==> src/design/hduart_pkg.sv <==
// Shared types and codes for the half-duplex serial engine.
package hduart_pkg;

    typedef enum logic [2:0] {
        OP_ARM_RX  = 3'd0,
        OP_SEND    = 3'd1,
        OP_BREAK   = 3'd2,
        OP_EDGE    = 3'd3,
        OP_TICK    = 3'd4
    } t_op;

    localparam logic CFG_EXPECTED = 1'b0;
    localparam logic CFG_TX_INV   = 1'b1;

    localparam logic [3:0] POS_MAX        = 4'd15;
    localparam logic [3:0] POS_STOP       = 4'd9;
    localparam logic [3:0] POS_REARM      = 4'd10;
    localparam logic [3:0] POS_FRAME_DONE = 4'd11;
    localparam logic [3:0] POS_IDLE       = 4'd12;
    localparam logic [3:0] DATA_END       = 4'd9;
    localparam logic [3:0] DATA_END_BREAK = 4'd10;
    localparam logic [7:0] COUNT_FULL     = 8'hff;

    typedef struct packed {
        logic [2:0] op;
        logic [7:0] data_byte;
        logic       last_of_string;
        logic       line_bit;
    } t_in_word;

    typedef struct packed {
        logic       tx_level;
        logic [7:0] rx_byte;
        logic [7:0] rx_index;
        logic       rx_store;
        logic [7:0] received_count;
        logic       tx_done;
        logic       bit_clock_on;
        logic       edge_watch_on;
    } t_out_word;

    typedef struct packed {
        logic [7:0] expected_bytes;
        logic       tx_inverted;
    } t_cfg;

endpackage

==> src/design/hduart_core.sv <==
// Line engine state and the per-word step logic.
module hduart_core (
    input  logic                  i_clk,
    input  logic                  i_rst_n,
    input  logic                  i_step,
    input  hduart_pkg::t_in_word  i_word,
    input  hduart_pkg::t_cfg      i_cfg,
    output hduart_pkg::t_out_word o_result
);
    import hduart_pkg::*;

    logic [3:0] r_pos,   n_pos;
    logic [7:0] r_shift, n_shift;
    logic [7:0] r_count, n_count;
    logic       r_idle,  n_idle;
    logic       r_send,  n_send;
    logic       r_brk,   n_brk;
    logic       r_clk_en, n_clk_en;
    logic       r_edge_en, n_edge_en;
    logic       r_last,  n_last;

    logic [3:0] pos_adv;
    logic [3:0] data_end;
    logic       tx_level;
    logic       rx_store;
    logic [7:0] rx_byte;
    logic [7:0] rx_index;

    assign pos_adv  = (r_pos == POS_MAX) ? POS_MAX : r_pos + 4'd1;
    assign data_end = r_brk ? DATA_END_BREAK : DATA_END;

    always_comb begin
        n_pos     = r_pos;
        n_shift   = r_shift;
        n_count   = r_count;
        n_idle    = r_idle;
        n_send    = r_send;
        n_brk     = r_brk;
        n_clk_en  = r_clk_en;
        n_edge_en = r_edge_en;
        n_last    = r_last;
        tx_level  = 1'b0;
        rx_store  = 1'b0;
        rx_byte   = 8'd0;
        rx_index  = 8'd0;
        unique case (i_word.op)
            OP_ARM_RX: begin
                n_count   = 8'd0;
                n_edge_en = 1'b1;
            end
            OP_SEND, OP_BREAK: begin
                n_send    = 1'b1;
                n_edge_en = 1'b0;
                n_pos     = 4'd0;
                n_clk_en  = 1'b1;
                if (i_word.op == OP_BREAK) begin
                    n_shift = 8'd0;
                    n_brk   = 1'b1;
                    n_last  = 1'b1;
                end else begin
                    n_shift = i_word.data_byte;
                    n_brk   = 1'b0;
                    n_last  = i_word.last_of_string;
                end
            end
            OP_EDGE: begin
                if (r_edge_en) begin
                    n_pos     = 4'd0;
                    n_clk_en  = 1'b1;
                    n_edge_en = 1'b0;
                    n_idle    = 1'b0;
                    n_send    = 1'b0;
                end
            end
            OP_TICK: begin
                if (r_clk_en) begin
                    n_pos = pos_adv;
                    if (r_send) begin
                        // start bit, data LSB first, then stop level
                        tx_level = ~i_cfg.tx_inverted;
                        if (r_pos == 4'd0) begin
                            tx_level = i_cfg.tx_inverted;
                        end else if (r_pos < data_end) begin
                            tx_level = i_cfg.tx_inverted ^ r_shift[0];
                            n_shift  = {1'b0, r_shift[7:1]};
                        end
                        if (pos_adv == POS_FRAME_DONE && r_last) begin
                            n_clk_en = 1'b0;
                        end
                    end else begin
                        if (r_pos == 4'd0) begin
                            // spurious start bit: drop the frame, watch again
                            if (i_word.line_bit) begin
                                n_clk_en  = 1'b0;
                                n_edge_en = 1'b1;
                            end
                            n_shift = 8'd0;
                        end else if (r_pos < POS_STOP) begin
                            n_shift = {i_word.line_bit, r_shift[7:1]};
                        end else if (r_pos == POS_STOP) begin
                            if (r_shift == 8'd0 && !i_word.line_bit) begin
                                n_count = 8'd0;
                            end else if (r_count != COUNT_FULL) begin
                                if (r_count < i_cfg.expected_bytes) begin
                                    rx_store = 1'b1;
                                    rx_byte  = r_shift;
                                    rx_index = r_count;
                                end
                                n_count = r_count + 8'd1;
                            end
                        end else if (r_pos == POS_REARM) begin
                            n_edge_en = 1'b1;
                        end else if (r_pos == POS_IDLE) begin
                            n_clk_en = 1'b0;
                            n_idle   = 1'b1;
                        end
                    end
                end
            end
            default: begin
            end
        endcase
    end

    always_comb begin
        o_result.tx_level       = tx_level;
        o_result.rx_byte        = rx_byte;
        o_result.rx_index       = rx_index;
        o_result.rx_store       = rx_store;
        o_result.received_count = n_idle ? n_count : 8'd0;
        o_result.tx_done        = n_send && (n_pos >= POS_FRAME_DONE);
        o_result.bit_clock_on   = n_clk_en;
        o_result.edge_watch_on  = n_edge_en;
    end

    always_ff @(posedge i_clk) begin
        if (!i_rst_n) begin
            r_pos     <= 4'd0;
            r_shift   <= 8'd0;
            r_count   <= 8'd0;
            r_idle    <= 1'b0;
            r_send    <= 1'b0;
            r_brk     <= 1'b0;
            r_clk_en  <= 1'b0;
            r_edge_en <= 1'b0;
            r_last    <= 1'b0;
        end else if (i_step) begin
            r_pos     <= n_pos;
            r_shift   <= n_shift;
            r_count   <= n_count;
            r_idle    <= n_idle;
            r_send    <= n_send;
            r_brk     <= n_brk;
            r_clk_en  <= n_clk_en;
            r_edge_en <= n_edge_en;
            r_last    <= n_last;
        end
    end

endmodule

==> src/design/half_duplex_soft_uart_with_break.sv <==
// An accepted word is held in the input register; its result word is registered
// in the result register. Throughput: one word per cycle while the result side is
// not stalled; both advance together, so stalls back up one stage at a time.
// Reset (synchronous, active low) clears the line engine state and both pipeline
// valids, and loads expected_bytes = 0 and tx_inverted = 1.
module half_duplex_soft_uart_with_break (
    input  logic                  i_clk,
    input  logic                  i_rst_n,
    input  logic                  i_in_valid,
    output logic                  o_in_ready,
    input  hduart_pkg::t_in_word  i_in_data,
    output logic                  o_out_valid,
    input  logic                  i_out_ready,
    output hduart_pkg::t_out_word o_out_data,
    input  logic                  i_cfg_we,
    input  logic                  i_cfg_index,
    input  logic [7:0]            i_cfg_data
);
    import hduart_pkg::*;

    t_cfg      r_cfg;
    logic      r_s1_valid;
    t_in_word  r_s1_word;
    logic      r_out_valid;
    t_out_word r_out_word;
    t_out_word result;
    logic      out_en;
    logic      step;

    assign out_en     = !r_out_valid || i_out_ready;
    assign step       = r_s1_valid && out_en;
    assign o_in_ready = !r_s1_valid || out_en;

    always_ff @(posedge i_clk) begin
        if (!i_rst_n) begin
            r_cfg.expected_bytes <= 8'd0;
            r_cfg.tx_inverted    <= 1'b1;
        end else if (i_cfg_we) begin
            unique case (i_cfg_index)
                CFG_EXPECTED: r_cfg.expected_bytes <= i_cfg_data;
                CFG_TX_INV:   r_cfg.tx_inverted    <= i_cfg_data[0];
                default: begin
                end
            endcase
        end
    end

    always_ff @(posedge i_clk) begin
        if (!i_rst_n) begin
            r_s1_valid <= 1'b0;
        end else if (o_in_ready) begin
            r_s1_valid <= i_in_valid;
        end
    end

    always_ff @(posedge i_clk) begin
        if (o_in_ready && i_in_valid) begin
            r_s1_word <= i_in_data;
        end
    end

    hduart_core u_core (
        .i_clk    (i_clk),
        .i_rst_n  (i_rst_n),
        .i_step   (step),
        .i_word   (r_s1_word),
        .i_cfg    (r_cfg),
        .o_result (result)
    );

    always_ff @(posedge i_clk) begin
        if (!i_rst_n) begin
            r_out_valid <= 1'b0;
        end else if (out_en) begin
            r_out_valid <= r_s1_valid;
        end
    end

    always_ff @(posedge i_clk) begin
        if (step) begin
            r_out_word <= result;
        end
    end

    assign o_out_valid = r_out_valid;
    assign o_out_data  = r_out_word;

`ifndef SYNTH
    // a held input word must not be lost while the result side stalls
    a_s1_hold: assert property (@(posedge i_clk) disable iff (!i_rst_n)
        r_s1_valid && !out_en |=> r_s1_valid)
        else $error("input stage dropped a stalled word");

    // stored bytes come only from the receive path, with the bit clock running
    a_store_rx_only: assert property (@(posedge i_clk) disable iff (!i_rst_n)
        r_out_valid && r_out_word.rx_store |->
            !r_out_word.tx_done && r_out_word.bit_clock_on && !r_out_word.tx_level)
        else $error("byte stored outside a receive frame");

    // a result is loaded whenever the input stage hands a word over
    a_out_load: assert property (@(posedge i_clk) disable iff (!i_rst_n)
        step |=> r_out_valid)
        else $error("result register missed a word");
`endif

endmodule
==> config.mk <==
export PLATFORM = sky130hd
export DESIGN_NAME = half_duplex_soft_uart_with_break
export DESIGN_NICKNAME = d
export VERILOG_FILES = /design/src/design/hduart_pkg.sv /design/src/design/hduart_core.sv /design/src/design/half_duplex_soft_uart_with_break.sv
export SDC_FILE = /design/constraint.sdc
export NUM_CORES = 1
export LEC_CHECK = 0
export ABC_CLOCK_PERIOD_IN_PS = 5100
export CAP_MARGIN = 0
export CORE_AREA = 2 2 84 86
export CTS_BUF_LIST = sky130_fd_sc_hd__clkbuf_8 sky130_fd_sc_hd__clkbuf_16
export DETAILED_ROUTE_END_ITERATION = 16
export DIE_AREA = 0 0 86 88
export DONT_BUFFER_PORTS = 1
export PLACE_DENSITY_LB_ADDON = 0.15
export SKIP_LAST_GASP = 1
export SYNTH_ARGS = -nofsm -noshare
export SYNTH_HDL_FRONTEND = slang
export SYNTH_HIERARCHICAL = 1
export SYNTH_SLANG_ARGS = --single-unit
==> constraint.sdc <==
create_clock -name i_clk -period 5.1 [get_ports i_clk]
set_input_delay 0.255 -clock i_clk [delete_from_list [all_inputs] [get_ports i_clk]]
set_output_delay 0.255 -clock i_clk [all_outputs]
set_load 0.01 [all_outputs]
==> flow_metrics.py <==
metrics = {
    "run_status": {
        "status": "finished clean",
    },
    "sta": {
        "period_needed_ns": 2.68,
        "setup_violations": 0,
        "slew_headroom_pct": 38.5,
        "rsz0062_at_grt": "no",
        "slew_viol_final": 0,
        "max_slew.worst_pin.slew_ns": 0.922,
        "clock.fmax_mhz": 373,
        "finalSetupTns_ns": 0,
        "hold_viol_final": 0,
        "min_period_over_period_pct": 52.6,
        "fin_skew_ns": 0.0120,
    },
    "global_routing": {
        "grt_pass1_wl_microns": 13800,
        "grt_util_all_layers_pct": 23.6,
        "first_global_vias": 2769,
        "antenna_found_initial": 0,
        "overflow": 0,
        "grt_max_degree": 47,
    },
    "synthesis": {
        "synth_seq_cells": 79,
        "synthFlopType": "edfxtp_1",
        "ys_types": 54,
        "synth_seq_area_share_pct": 48.7,
        "ys_async_sr_fraction_pct": 0,
        "synthesis.area_sq_um": 4110,
        "synth_edf_count": 42,
        "postSynthAreaPerCell_sq_um": 10.1,
        "synthCells": 408,
        "syn_nets": 448,
        "yosys_warnings": 6,
    },
    "clock_tree": {
        "clkLatencyLatePin_ns": 0.36,
        "cts_tree": "yes",
        "clockBufferDepth": 2,
        "post_cts_buffers": 0,
        "htree_levels": 3,
        "cts_sinks": 79,
        "numCtsBuffers": 9,
        "clk_pin_slew_ns": 0.08,
        "clock-root-buffer": "clkbuf_8",
    },
    "power": {
        "irDropWorstVdd_uv": 198,
        "powerDensity_nw_per_um2": 284,
        "leakagePower_nw": 1.47,
    },
    "critical_path": {
        "cp_max_fo": 17,
        "path_class": "flip-flop to flip-flop",
        "worstSetupStartpointType": "flip-flop",
        "crit_chain": "inv_1 > ha_1 > nand3b_1 > nor3_1 > nand2_1 > a2111oi_4 > and4_1",
        "critPathMaxStageDelay_ns": 0.70,
        "worst-path-buf-inv": 1,
        "cp.arrival_ns": 2.91,
        "required_ns": 5.32,
        "cp_top_family": "simple AND/OR/NAND/NOR gates",
        "cpMaxStageDelayCell": "a2111oi_4",
        "crit_path_end_kind": "flip-flop",
    },
    "finish": {
        "area_growth_pct": 6.39,
        "fin_nets": 448,
        "drive_above_1_share_pct": 8.23,
        "diodes": 0,
        "final_core_util_pct": 65.8,
    },
    "placement": {
        "place.port_buffers": 0,
        "dp_hpwl_microns": 5700,
        "gp_congestion": 0.890,
    },
    "route": {
        "num_vias": 3137,
        "drt-initial-drc-count": 263,
        "routed_via_density": 6.36,
        "drtPass1Iterations": 5,
        "drc": 0,
        "wire_per_inst_microns": 17.3,
        "drt-total-wl_microns": 8520,
        "antenna_left": 0,
    },
    "die": {
        "io_pins": 58,
        "row_count": 30,
        "die_width_microns": 86,
        "die_y_microns": 88,
        "start_util_pct": 61.9,
        "die_area_sq_um": 7570,
        "core_sq_um": 6640,
    },
    "hold_path": {
        "timing.hold.worst.class": "input port to flip-flop",
    },
    "flow_run": {
        "drv_cap": 0,
    },
}
sequential cells by signal (all words and copies together), names as in the netlist:
name and count:
u_core/r_count 8, u_core/r_idle 1, u_core/r_send 1, o_out_valid 1, r_s1_valid 1, r_s1_word 13, u_core/r_last 1, u_core/r_edge_en 1
r_cfg 9, u_core/r_brk 1, o_out_data 29, u_core/r_pos 4, u_core/r_clk_en 1, u_core/r_shift 8
worst paths after layout:
kind | start | end | slack, ns | cells past startpoint
worst min register to register | r_cfg[7]$_SDFFE_PN0P_ | r_cfg[7]$_SDFFE_PN0P_ | 0.46 | 2
worst max register to register | u_core/r_pos[0]$_SDFFE_PN0P_ | o_out_data[18]$_DFFE_PP_ | 2.42 | 7
worst max-delay path | u_core/r_pos[0]$_SDFFE_PN0P_ | o_out_data[18]$_DFFE_PP_ | 2.42 | 7
worst min-delay path | i_rst_n | u_core/r_clk_en$_SDFFE_PN0P_ | 0.02 | 2
worst reg2reg max path: cells and delay by family (launching register included):
kind | cells | cell delay (ns)
buffers and inverters | 1 | 0.13
AO/OA/AOI/OAI | 1 | 0.70
flip-flops | 1 | 0.48
AND/OR/NAND/NOR | 4 | 0.95
adder cells (fa/ha/maj) | 1 | 0.29
kinds of logic after synthesis:
| family | Yosys count | synth area share [%] |
|---|---|---|
| fa+ha+maj | 13 | 3.96 |
| buf+inv | 47 | 6.21 |
| compound gates | 95 | 15.6 |
| xor+xnor | 3 | 0.639 |
| flops | 79 | 48.7 |
| simple gates | 158 | 21.7 |
| mux | 13 | 3.16 |
area by class of cell:
class	instances	area (sq um)
clock buffers	9	124
repair buffers	16	155
inverters	20	75.1
fillers	517	2270
multi-input cells	282	1860
clock inverters	7	56.3
well taps	80	100
flip-flops and latches	79	2000
layout by cell type (no fill, tap or decap), types with 4 or more instances in the layout:
| cell | n |
|---|---|
| a211oi_1 | 4 |
| and3_1 | 13 |
| inv_1 | 18 |
| mux2i_1 | 13 |
| nor3_1 | 15 |
| edfxtp_1 | 42 |
| ha_1 | 13 |
| dfxtp_1 | 37 |
| a221oi_1 | 8 |
| o21ai_0 | 25 |
| a31oi_1 | 6 |
| nand3_1 | 14 |
| nor2b_1 | 9 |
| clkbuf_8 | 9 |
| nor2_1 | 26 |
| nand2b_1 | 7 |
| dlygate4sd3_1 | 14 |
| and4_1 | 10 |
| a311oi_1 | 5 |
| nand2_1 | 38 |
| a21oi_1 | 26 |
through the flow:
step | setup slack [ns] | cells | hold WS (ns) | cell area [sq um] | power (W)
after floorplan | 2.09 | 408 | 0.354 | 4110 | 0.000805
after global placement | 2.49 | 463 | 0.341 | 4050 | 0.000818
after detailed placement | 2.38 | 463 | 0.342 | 4050 | 0.000820
after CTS | 2.36 | 493 | 0.0105 | 4370 | 0.00125
after global routing | 2.22 | 493 | 0.00426 | 4370 | 0.00129
final | 2.42 | 493 | 0.0208 | 4370 | 0.00124
metal layers:
metal / track usage (%) / routed length (microns) / up-vias
met1: 31.5 / 3880 / 1500
met5: 0 / 0 / -
met4: 8.51 / 141 / 0
met2: 38.1 / 4110 / 119
li1: - / - / 1501
met3: 5.18 / 388 / 17
cells in the mapped netlist (3+ instances only):
library cell / number / area [sq um]
nand2_1: 38 / 143
a21oi_1: 26 / 130
and4_1: 10 / 87.6
o21ai_0: 26 / 130
a31oi_1: 6 / 37.5
ha_1: 13 / 163
nor4_1: 3 / 18.8
nor3_4: 3 / 48.8
nand3_1: 14 / 70.1
a21o_1: 3 / 22.5
edfxtp_1: 42 / 1260
nor3_1: 15 / 75.1
a221oi_1: 8 / 70.1
a211oi_1: 4 / 30.0
clkbuf_1: 8 / 30.0
and3_1: 13 / 81.3
nor2b_1: 10 / 62.6
mux2i_1: 13 / 130
dfxtp_1: 37 / 741
buf_4: 7 / 52.6
nand3b_1: 3 / 22.5
nor2_1: 26 / 97.6
nand2b_1: 7 / 43.8
buf_2: 6 / 30.0
buf_6: 6 / 67.6
a311oi_1: 5 / 43.8
or2_2: 3 / 18.8
inv_1: 18 / 67.6
timing repair:
item / in CTS / in global routing
hold buffers: 14 / 0
gates resized for setup: 0 / 0
endpoints found under the hold margin: 14 / 0
power breakdown:
group | internal, W | total, W | leakage (nW) | switching, W
clock | 0.000181 | 0.000427 | 0.0902 | 0.000245
sequential | 0.000696 | 0.000721 | 0.685 | 0.0000245
combinational | 0.0000358 | 0.0000947 | 0.693 | 0.0000589
total | 0.000914 | 0.00124 | 1.47 | 0.000329
No activity file was read; power rests on OpenSTA's default activity.
